[config.mk]
export PLATFORM = sky130hd
export DESIGN_NAME = mma_front
export DESIGN_NICKNAME = d
export VERILOG_FILES = /design/src/mma_pkg.sv /design/src/mma_front.sv
export SDC_FILE = /design/constraint.sdc
export NUM_CORES = 1
export LEC_CHECK = 0
export ABC_AREA = 1
export BUFFER_PORTS_ARGS = -buffer_cell sky130_fd_sc_hd__buf_2
export CAP_MARGIN = 30
export CORE_AREA = 5 5 305 158
export DETAILED_ROUTE_END_ITERATION = 8
export DIE_AREA = 0 0 310 163
export GPL_TIMING_DRIVEN = 0
export PLACE_DENSITY = 0.75
export SYNTH_ARGS = -nofsm -noshare
export SYNTH_HDL_FRONTEND = slang
export SYNTH_SLANG_ARGS = --single-unit
[constraint.sdc]
create_clock -name clk -period 7.3 [get_ports clk]
set_clock_uncertainty 0.15 [all_clocks]
set_input_delay 0.365 -clock clk [delete_from_list [all_inputs] [get_ports clk]]
set_output_delay 0.365 -clock clk [all_outputs]
set_load 0.01 [all_outputs]
[src/mma_pkg.sv]
package mma_pkg;

  localparam logic [2:0] REQ_LOAD_LEFT  = 3'd0;
  localparam logic [2:0] REQ_LOAD_RIGHT = 3'd1;
  localparam logic [2:0] REQ_LOAD_ACC   = 3'd2;
  localparam logic [2:0] REQ_COMPUTE    = 3'd3;
  localparam logic [2:0] REQ_READ       = 3'd4;

  localparam logic KIND_READ = 1'b0;
  localparam logic KIND_DONE = 1'b1;

  localparam int unsigned DIM_W = 5;
  localparam int unsigned IDX_W = 4;

  localparam logic [1:0] CFG_ROWS  = 2'd0;
  localparam logic [1:0] CFG_INNER = 2'd1;
  localparam logic [1:0] CFG_COLS  = 2'd2;
  localparam logic [1:0] CFG_TRANS = 2'd3;

  typedef struct packed {
    logic [2:0]       req;
    logic [IDX_W-1:0] first_index;
    logic [IDX_W-1:0] second_index;
  } cmd_hdr_t;

endpackage

[src/mma_front.sv]
module mma_front #(
  parameter int QW = 8,
  parameter int OW = 16,
  parameter int AW = 48
) (
  input  logic                clk,
  input  logic                rst,
  input  logic                s_tvalid,
  output logic                s_tready,
  input  mma_pkg::cmd_hdr_t   s_hdr,
  input  logic [OW-1:0]       s_opnd,
  input  logic [AW-1:0]       s_start,
  output logic                q_valid,
  input  logic                q_ready,
  output mma_pkg::cmd_hdr_t   q_hdr,
  output logic [OW-1:0]       q_opnd,
  output logic [AW-1:0]       q_start
);

  localparam int PW = $clog2(QW);
  localparam int DW = OW + AW + $bits(mma_pkg::cmd_hdr_t);

  logic [DW-1:0] mem [QW];
  logic [PW-1:0] wp;
  logic [PW-1:0] rp;
  logic [PW:0]   cnt;
  logic          push;
  logic          pop;
  logic          known;

  assign known = (s_hdr.req == mma_pkg::REQ_LOAD_LEFT) || (s_hdr.req == mma_pkg::REQ_LOAD_RIGHT)
              || (s_hdr.req == mma_pkg::REQ_LOAD_ACC) || (s_hdr.req == mma_pkg::REQ_COMPUTE)
              || (s_hdr.req == mma_pkg::REQ_READ);
  assign s_tready = (cnt != (PW+1)'(QW));
  assign push = s_tvalid && s_tready && known;
  assign q_valid = (cnt != '0);
  assign pop = q_valid && q_ready;
  assign {q_hdr, q_opnd, q_start} = mem[rp];

  always_ff @(posedge clk) begin
    if (push) begin
      mem[wp] <= {s_hdr, s_opnd, s_start};
    end
    if (rst) begin
      wp <= '0;
      rp <= '0;
      cnt <= '0;
    end else begin
      if (push) wp <= wp + 1'b1;
      if (pop) rp <= rp + 1'b1;
      cnt <= cnt + (PW+1)'(push) - (PW+1)'(pop);
    end
  end

endmodule

==> out/results.tsv, run 1 <==
metric	value	unit
status	completed	
critical path required time	7440	ps
DP Area	0.0263	mm2
initial antenna violation count	3	
CP Class	input pin to flop	
CP cell instances	dlygate4sd3_1 -> buf_2 -> o21ai_0 -> nand3_1 -> nor3_2 -> buf_6 -> buf_6 -> buf_6 -> buf_6 -> buf_6 -> buf_6	
post-route setup slack	3720	ps
Tmin final	3580	ps
Slew Viols, Final	0	
worst hold stages	3	
CTS clk-pin slew, worst paths	60	ps
Die Wd	310	um
type of origin of the critical path	input pin	
f_max	0.279	GHz
hold crit path type	input pin to flop	
ratio of total power to cell area	325	mW/mm2
gr usage total	24.2	%
crit-path max FO	11	
FF-to-FF path depth	11	
final wirelength	61600	um
syn_area_per_cell	12.5	um2
number of synthesized register bits	613	
post-synth top area share	75.0	%
Vias	16479	
# Post-CTS Setup Buffers	0	
Area growth, synth to finish	19.6	%
Mapped Nets	2015	
Worst R2R Start	cnt[2]	
vias in the first global route	16016	
cell family with most CP delay	buffers and inverters	
clock buffer count from CTS	52	
clock root buffer	clkbuf_16	
TNS Setup	0	ps
Slowest-stage cell, CP	nor3_2	
final hold vios	0	
crit path from	s_hdr[8]	
Slew HR	39.6	%
Critical R2R Capture	mem[5][45]	
Sequential cell area	0.0183	mm2
vias per cell	5.67	
post-synthesis sequential area ratio	76.1	%
final cell count without fillers	2908	
post-synth cell types	21	
Worst Tran Pin Value	905	ps
Syn Inst Count	1927	
Final Cell Area	0.0287	mm2
Setup crit end kind	flop	
Core ar.	0.0457	mm2
DP Worst Slack	3770	ps
crit-path max cell delay	680	ps
top cells by area, synth	edfxtp_1 75%, nor2_1 7.2%, o21ai_0 5.2%	
io pins	156	
Clk Latency, worst-skew pair	580	ps
Multi-input gate area	0.00518	mm2
first-pass GRT wire length	93600	um
ANT nets after route	0	
Initial Util	52.6	%
I/O Buffers	154	
drt first pass iters	6	
Final nets	2347	
hold slack	42.2	ps
Buf/Inv on CP	8	
die area	0.0505	mm2
most frequent CP cell	buf_6	
destination of the worst hold path	rp[0]	
# clock sinks	613	
Synth Cell Area	0.0240	mm2
Leakage	0.0101	uW
Min-Delay Startpoint	q_ready	
worst reg2reg setup slack	4080	ps
post-CTS sizing	0	
CP arrival	3730	ps
largest net degree at the start of global routing	30	
max-cap viol count	0	
Synth area leader	edfxtp_1	
Ys Warns	0	
global route total overflow	0	
Fillers	3364	
CTS tree	done	
Die Span Y	163	um
share of cells above drive strength 1	13.8	%
post-detail-place hpwl	40700	um
GP Congestion	0.795	
Final setup violation count	0	
num rows	56	
drt wl/cell	21.2	um
RSZ-0062 raised after global routing	false	
Longest Clk Path Bufs	3	
placed cells	2737	
Iteration-0 DRC Markers	2048	
Max H-tree Level	2	
Peak VDD IR	0.212	mV
period utilization	49.1	%
Post-route DRC	0	
==> worst max path at each step <==
stage	endpoint	slack [ps]	cells past startpoint
after floorplan	mem[5][0]	480	3
final	mem[5][45]	3720	11
after CTS	mem[5][45]	3810	11
after detailed placement	mem[5][42]	3770	10
after global placement	mem[3][42]	-4690	4
after global routing	mem[5][45]	3570	11
==> placed cells by master, fill, tap and decap left out, drive strengths merged, types with 4 or more instances in the layout <==
cell type    count
a21oi            8
buf            251
bufinv           8
clkbuf         132
clkinv          20
dfxtp           13
dlygate4sd3     76
edfxtp         600
ha               8
inv             15
nand2          238
nand3            6
nor2           461
nor3             4
o21ai          453
==> cells by family (layout without fill, tap and decap cells) <==
family          Yosys count  in the layout  synth area share (%)
buf+inv                 131            502                  2.55
compound gates          462            462                  9.63
other cells               0              1                     0
xor+xnor                  3              3                 0.109
simple gates            709            709                  11.1
fa+ha+maj                 9              9                 0.500
flops                   613            613                  76.1
==> synthesized netlist by cell type, drive strengths merged <==
cell / instances
edfxtp: 600
inv: 15
buf: 49
ha: 8
a21boi: 1
xor2: 3
o21ai: 453
nand3: 6
nor2: 461
nand2: 238
nor3: 4
clkbuf: 67
dfxtp: 13
a21oi: 8
fa: 1
==> through the flow <==
stage	power, uW	util, %
CTS	9320	62.9
detailed placement	6500	57.5
global placement	6420	55.9
finish	9320	62.9
floorplan	5530	-
global route	9770	62.9
==> flip-flops by register name, summed over array words and instances, names as in the netlist, named ones only <==
| name | count |
|---|---|
| wp | 3 |
| cnt | 4 |
| rp | 3 |
| mem | 600 |
==> worst register-to-register path, delay by kind of cell, from the launching register on <==
kind,cells,cell delay (ps)
buf+inv,7,1170
simple gates,3,1100
fa+ha+maj,1,210
flops,1,310
==> routing by layer <==
metal | track usage (%) | routed length (um) | vias up
met5 | 0 | 22 | -
met4 | 5.67 | 1260 | 6
met3 | 5.04 | 6740 | 111
met2 | 37.1 | 27400 | 944
met1 | 36.4 | 26100 | 7929
li1 | - | - | 7489
==> power by group <==
group | leakage (uW) | internal, uW | switching [uW]
clock | 0.000830 | 1610 | 1220
sequential | 0.00553 | 3980 | 35.5
combinational | 0.00375 | 788 | 1690
==> what timing repair did <==
action | in CTS | in global routing
endpoints found under the setup margin | 0 | 0
hold endpoints to repair | 603 | 0
hold buffers | 76 | 0
==> final cells by class <==
| type | count | area share (%) |
|---|---|---|
| diodes | 1 | 0.00871 |
| clock buffers | 65 | 4.77 |
| plain buffers | 116 | 1.94 |
| flip-flops and latches | 613 | 63.6 |
| repair buffers | 278 | 7.63 |
| well taps | 609 | 2.65 |
| inverters | 15 | 0.196 |
| clock inverters | 28 | 1.13 |
| multi-input cells | 1183 | 18.0 |
No activity file was read; power rests on OpenSTA's default activity.
==> inputs of run 2 (changes only) <==
==> config.mk (replaced) <==
export PLATFORM = sky130hd
export DESIGN_NAME = mma_front
export DESIGN_NICKNAME = d
export VERILOG_FILES = /design/src/mma_pkg.sv /design/src/mma_front.sv
export SDC_FILE = /design/constraint.sdc
export NUM_CORES = 1
export LEC_CHECK = 0
export ABC_AREA = 0
export BUFFER_PORTS_ARGS = -buffer_cell sky130_fd_sc_hd__buf_2
export CAP_MARGIN = 30
export CORE_AREA = 5 5 300 155
export DETAILED_ROUTE_END_ITERATION = 8
export DIE_AREA = 0 0 305 160
export GPL_TIMING_DRIVEN = 0
export PLACE_DENSITY = 0.76
export SYNTH_ARGS = -nofsm -noshare
export SYNTH_HDL_FRONTEND = slang
export SYNTH_SLANG_ARGS = --single-unit
==> constraint.sdc (replaced) <==
create_clock -name clk -period 2.9 [get_ports clk]
set_clock_uncertainty 0.15 [all_clocks]
set_input_delay 0.145 -clock clk [delete_from_list [all_inputs] [get_ports clk]]
set_output_delay 0.145 -clock clk [all_outputs]
set_load 0.01 [all_outputs]
==> run 2 against run 1 <==
Sequential power rose to 2.5 times the previous value. Die area fell by 3.4%. Hold slack improved by 180 ps. Global-route usage fell by 3.5 points. Register-to-register slack got worse by 4000 ps. Sequential cell count did not move. Critical path type is now flop to output pin. First-iteration DRC count fell by 44%. Routed wire length fell by 16%. Core utilization rose by 2.0 points. Combinational power rose by 64%. Synthesized cell count fell by 51%. Setup slack got worse by 3700 ps.
==> out/results.tsv, run 2 <==
metric	value	unit
max-cap viol count	0	
Tmin final	2850	ps
period utilization	98.1	%
final cell count without fillers	1906	
ratio of total power to cell area	741	mW/mm2
Mapped Nets	1036	
mux share of post-synthesis cell area	18.4	%
gr usage total	20.8	%
# clock sinks	613	
drt wl/cell	27.1	um
vias in the first global route	11961	
TNS Setup	0	ps
post-synth cell types	32	
Vias	11170	
adder-cell share of the synthesized area	0.518	%
ys async rst share	0	%
crit-path max cell delay	370	ps
f_max	0.351	GHz
Die Wd	305	um
share of cells above drive strength 1	41.9	%
Synth Cell Area	0.0232	mm2
Post-route DRC	0	
Min-Delay Startpoint	s_start[9]	
largest net degree at the start of global routing	26	
most frequent CP cell	buf_2	
Syn Inst Count	948	
Final setup violation count	0	
DP Worst Slack	-305	ps
Core ar.	0.0433	mm2
CP cell instances	buf_2 -> buf_2 -> clkbuf_4 -> mux4_2 -> mux2_2 -> buf_2	
clock root buffer	clkbuf_16	
initial antenna violation count	1	
status	completed	
Commonest cells post-synth	600 x edfxtp_1, 150 x mux4_2, 77 x mux2_2	
GP Congestion	0.791	
Iteration-0 DRC Markers	1145	
top cells by area, synth	edfxtp_1 78%, mux4_2 15%, mux2_2 3.7%	
Die Span Y	160	um
type of origin of the critical path	flop	
CTS clk-pin slew, worst paths	70	ps
max reg flops	600	
global route total overflow	0	
Worst Tran Pin Value	926	ps
simple-gate share of the synthesized area	0.755	%
CP arrival	2550	ps
commonest non-fill, non-tap cell in the layout	edfxtp_1	
Setup crit end kind	output pin	
CP Class	flop to output pin	
xor/xnor share of the synthesized area	0.0378	%
Slowest-stage cell, CP	mux4_2	
post-synthesis sequential area ratio	78.8	%
Max H-tree Level	2	
Area growth, synth to finish	21.2	%
number of synthesized flops with an enable pin	600	
Ys Warns	0	
Largest Register	mem	
CTS tree	done	
Main synth FF type	edfxtp_1	
Leakage	0.00910	uW
Slew HR	37.6	%
FF-to-FF path depth	11	
first-pass GRT wire length	76300	um
I/O Buffers	155	
die area	0.0488	mm2
post-route setup slack	54.1	ps
final wirelength	51700	um
Initial Util	53.6	%
most frequent cell after synthesis	edfxtp_1	
compound-cell area share of the yosys netlist	0.259	%
num rows	54	
Final nets	1363	
vias per cell	5.86	
Longest Clk Path Bufs	3	
clock buffer count from CTS	51	
RSZ-0062 raised after global routing	true	
ANT nets after route	0	
Layout Utilization	64.9	%
Worst R2R Start	cnt[2]	
top flop regs	mem (600), cnt (4)	
Slew Viols, Final	0	
hold slack	225	ps
commonest cells after routing, fill and taps aside	600 x edfxtp_1, 163 x buf_2, 150 x mux4_2, 78 x dlygate4sd3_1, 77 x mux2_2	
placed cells	1726	
hold crit path type	input pin to flop	
drt first pass iters	5	
Synth area leader	edfxtp_1	
crit-path max FO	10	
Peak VDD IR	0.568	mV
Critical R2R Capture	cnt[3]	
worst reg2reg setup slack	80	ps
final hold vios	0	
io pins	156	
post-detail-place hpwl	29800	um
number of synthesized register bits	613	
post-synth top area share	77.7	%
largest family of logic cells by synthesized area	multiplexers	
syn_area_per_cell	24.5	um2
Critical Path Sink	q_start[33]	
critical path required time	2610	ps
Clk Latency, worst-skew pair	570	ps
==> run 2: cells by family (layout without fill, tap and decap cells) <==
kind of cell | after synthesis | after routing
adder cells (fa/ha/maj) | 9 | 9
other | 0 | 2
multiplexers | 229 | 229
buffers and inverters | 53 | 421
AND/OR/NAND/NOR | 33 | 33
XOR/XNOR | 1 | 1
AO/OA/AOI/OAI | 10 | 10
flip-flops | 613 | 613
==> run 2: power by group <==
group	total [uW]	leakage, uW	internal [uW]	switching, uW
Sequential	10200	0.00553	10000	118
Combinational	4060	0.00278	2060	1990
Clock	6630	0.000788	3610	3020
Total	20800	0.00910	15700	5130
==> run 2: critical path: cells and delay by family (launching register included) <==
family | cells | cell delay [ps]
buf+inv | 4 | 970
flops | 1 | 300
mux | 2 | 690
==> run 2: per-layer routing <==
layer	part of all wire (%)	track usage (%)
met5	0	0
met1	36	26.4
met3	6.5	3.19
met4	2.6	5.84
met2	55	37.8
==> run 2: how the worst min path moves through the flow <==
stage	cells past startpoint	to
after floorplan	0	mem[0][0]
after global placement	1	mem[4][8]
after detailed placement	1	mem[6][44]
after CTS	2	mem[0][28]
after global routing	2	mem[3][22]
final	2	mem[7][9]
==> run 2: timing repair <==
item	4_1_cts	5_1_grt
hold endpoints to repair	612	0
pin swaps	0	2
cloned	0	0
hold buffers	78	0
gates resized for setup	18	17
setup endpoints to repair	75	56
setup buffers	0	7
==> run 2: area by class of cell <==
cell class	count	area, um2
fill	2608	15200
buffer	42	299
clock buffer	63	1360
inverter	10	37.5
timing repair buffer	275	2440
tap	588	736
multi-input combinational	282	4730
sequential	613	18300
clock inverter	31	224
antenna	2	5.00
==> run 2: through the flow <==
step	power, uW	cell area (um2)
after global placement	14100	24800
after CTS	20800	28000
after floorplan	12900	23300
final	20800	28100
after detailed placement	14200	25600
after global routing	21600	28100
==> inputs of run 3 (changes only) <==
--- a/config.mk
+++ b/config.mk
@@ -8,9 +8,9 @@
 export ABC_AREA = 0
 export BUFFER_PORTS_ARGS = -buffer_cell sky130_fd_sc_hd__buf_2
 export CAP_MARGIN = 30
-export CORE_AREA = 5 5 300 155
+export CORE_AREA = 8 8 303 158
 export DETAILED_ROUTE_END_ITERATION = 8
-export DIE_AREA = 0 0 305 160
+export DIE_AREA = 0 0 311 166
 export GPL_TIMING_DRIVEN = 0
 export PLACE_DENSITY = 0.76
 export SYNTH_ARGS = -nofsm -noshare
==> run 3 against run 2 <==
Sequential cell count is the same. Clock power grew 3%. Setup slack gained 7.5 ps. Hold slack gained 18 ps. Final cell count grew 0.58%. Critical endpoint is now q_start[6].
==> out/results.tsv, run 3 (synthesis results as in run 2) <==
metric	value	unit
Clk Latency, worst-skew pair	560	ps
RSZ-0062 raised after global routing	false	
crit-path max cell delay	350	ps
Fillers	2922	
CP arrival	2540	ps
Core ar.	0.0440	mm2
vias per cell	5.68	
Sw Pwr	4990	uW
GP Congestion	0.732	
total power	21000	uW
num rows	55	
clock buffer count from CTS	51	
initial antenna violation count	2	
internal power	16000	uW
Slew HR	45.6	%
post-detail-place hpwl	30400	um
Leakage	0.00912	uW
Longest Clk Path Bufs	3	
Die Span Y	166	um
cell family with most CP delay	buffers and inverters	
drt first pass iters	5	
CP Class	flop to output pin	
Clk network pwr share	32.5	%
Multi-input gate area	0.00474	mm2
Peak VDD IR	0.534	mV
Tmin final	2840	ps
DP Area	0.0255	mm2
f_max	0.352	GHz
final hold vios	0	
Combinational Power Share	19.1	%
ANT nets after route	0	
CTS clk-pin slew, worst paths	70	ps
drt wl/cell	25.2	um
Max H-tree Level	2	
status	completed	
most frequent CP cell	buf_2	
first-pass GRT wire length	73000	um
Largest Register	mem	
gr usage total	18.4	%
DP Worst Slack	-349	ps
largest net degree at the start of global routing	27	
commonest non-fill, non-tap cell in the layout	edfxtp_1	
CP cell instances	buf_2 -> buf_4 -> clkbuf_4 -> mux4_2 -> mux2_2 -> buf_2	
post-route setup slack	61.6	ps
ratio of total power to cell area	746	mW/mm2
Post-route DRC	0	
hold crit path type	input pin to flop	
# clock sinks	613	
Setup crit end kind	output pin	
TNS Setup	0	ps
Final setup violation count	0	
commonest cells after routing, fill and taps aside	600 x edfxtp_1, 162 x buf_2, 150 x mux4_2, 78 x dlygate4sd3_1, 77 x mux2_2	
period utilization	97.9	%
Iteration-0 DRC Markers	1019	
Vias	10892	
Slowest-stage cell, CP	mux4_2	
die area	0.0516	mm2
crit-path max FO	10	
clock root buffer	clkbuf_16	
final wirelength	48300	um
I/O Buffers	155	
CTS tree	done	
Initial Util	52.7	%
Area growth, synth to finish	21.1	%
critical path required time	2610	ps
Buf/Inv on CP	4	
max-cap viol count	0	
Worst Tran Pin Value	807	ps
Final nets	1367	
Final Cell Area	0.0281	mm2
Sequential cell area	0.0183	mm2
Die Wd	311	um
io pins	156	
Slew Viols, Final	0	
Reg power frac	48.4	%
switch share	23.8	%
top flop regs	mem (600), cnt (4)	
type of origin of the critical path	flop	
vias in the first global route	11652	
share of cells above drive strength 1	42.0	%
max reg flops	600	
global route total overflow	0	
==> run 3: cell types whose count changed in the layout (fill, tap and decap cells not counted), moves of 4 or more <==
| cell | change |
|---|---|
| clkbuf_2 | +4 |
| buf_16 | -8 |
| buf_4 | +7 |
| clkinv_2 | -6 |
| buf_8 | +10 |
==> run 3: area by class of cell <==
class | count | share of cell area, %
Clock inverter | 26 | 0.971
Inverter | 10 | 0.134
Sequential cell | 613 | 65.1
Timing Repair Buffer | 277 | 8.33
Buffer | 42 | 1.09
Multi-Input combinational cell | 284 | 16.9
Clock buffer | 66 | 4.89
Tap cell | 598 | 2.66
Antenna cell | 1 | 0.00891
==> run 3: per-layer routing <==
layer,global-route usage [%],up-vias,part of all wire [%]
li1,-,4709,-
met1,26.0,5775,43
met2,30.1,336,49
met3,3.17,70,5.1
met4,4.48,2,2.1
met5,0,-,0.027
==> run 3: through the flow <==
step | util, % | cells | hold slack (ps)
floorplan | - | 948 | 93.9
finish | 63.8 | 1917 | 243
global route | 63.8 | 1917 | 233
detailed placement | 58.0 | 1736 | 269
global placement | 56.3 | 1701 | 255
CTS | 63.6 | 1908 | 207
==> run 3: worst register-to-register path: stages (launching register included) <==
cell and delay [ps]:
dfxtp_2 320, inv_2 80, ha_2 160, or3b_4 410
and3_1 250, inv_1 90, ha_1 200, inv_1 70
ha_1 270, a21o_1 180, a21oi_1 170, mux2_2 350
==> run 3: power groups by stage <==
stage | logic (uW) | registers (uW) | clock network, uW
6_report | 4010 | 10100 | 6810
5_1_grt | 4300 | 10200 | 7280
4_1_cts | 4050 | 10100 | 6950
3_5_place_dp | 3910 | 10300 | 0
3_3_place_gp | 3750 | 10300 | 0
2_1_floorplan | 2590 | 10300 | 0
==> run 3: final timing paths <==
kind	from	to	slack (ps)	depth (start not counted)
worst max-delay path	flop	q_start[6]	60	6
worst min-delay path	s_hdr[7]	mem[1][71]	240	2
worst max register to register	cnt[2]	cnt[3]	120	11
worst min register to register	rp[1]	rp[1]	390	2
==> run 3: timing repair <==
action,CTS,global route
cloned,1,1
gates resized for setup,31,4
hold buffers,78,0
buffers inserted,2,7
endpoints found under the setup margin,115,92
endpoints found under the hold margin,613,0
pin swaps,3,2
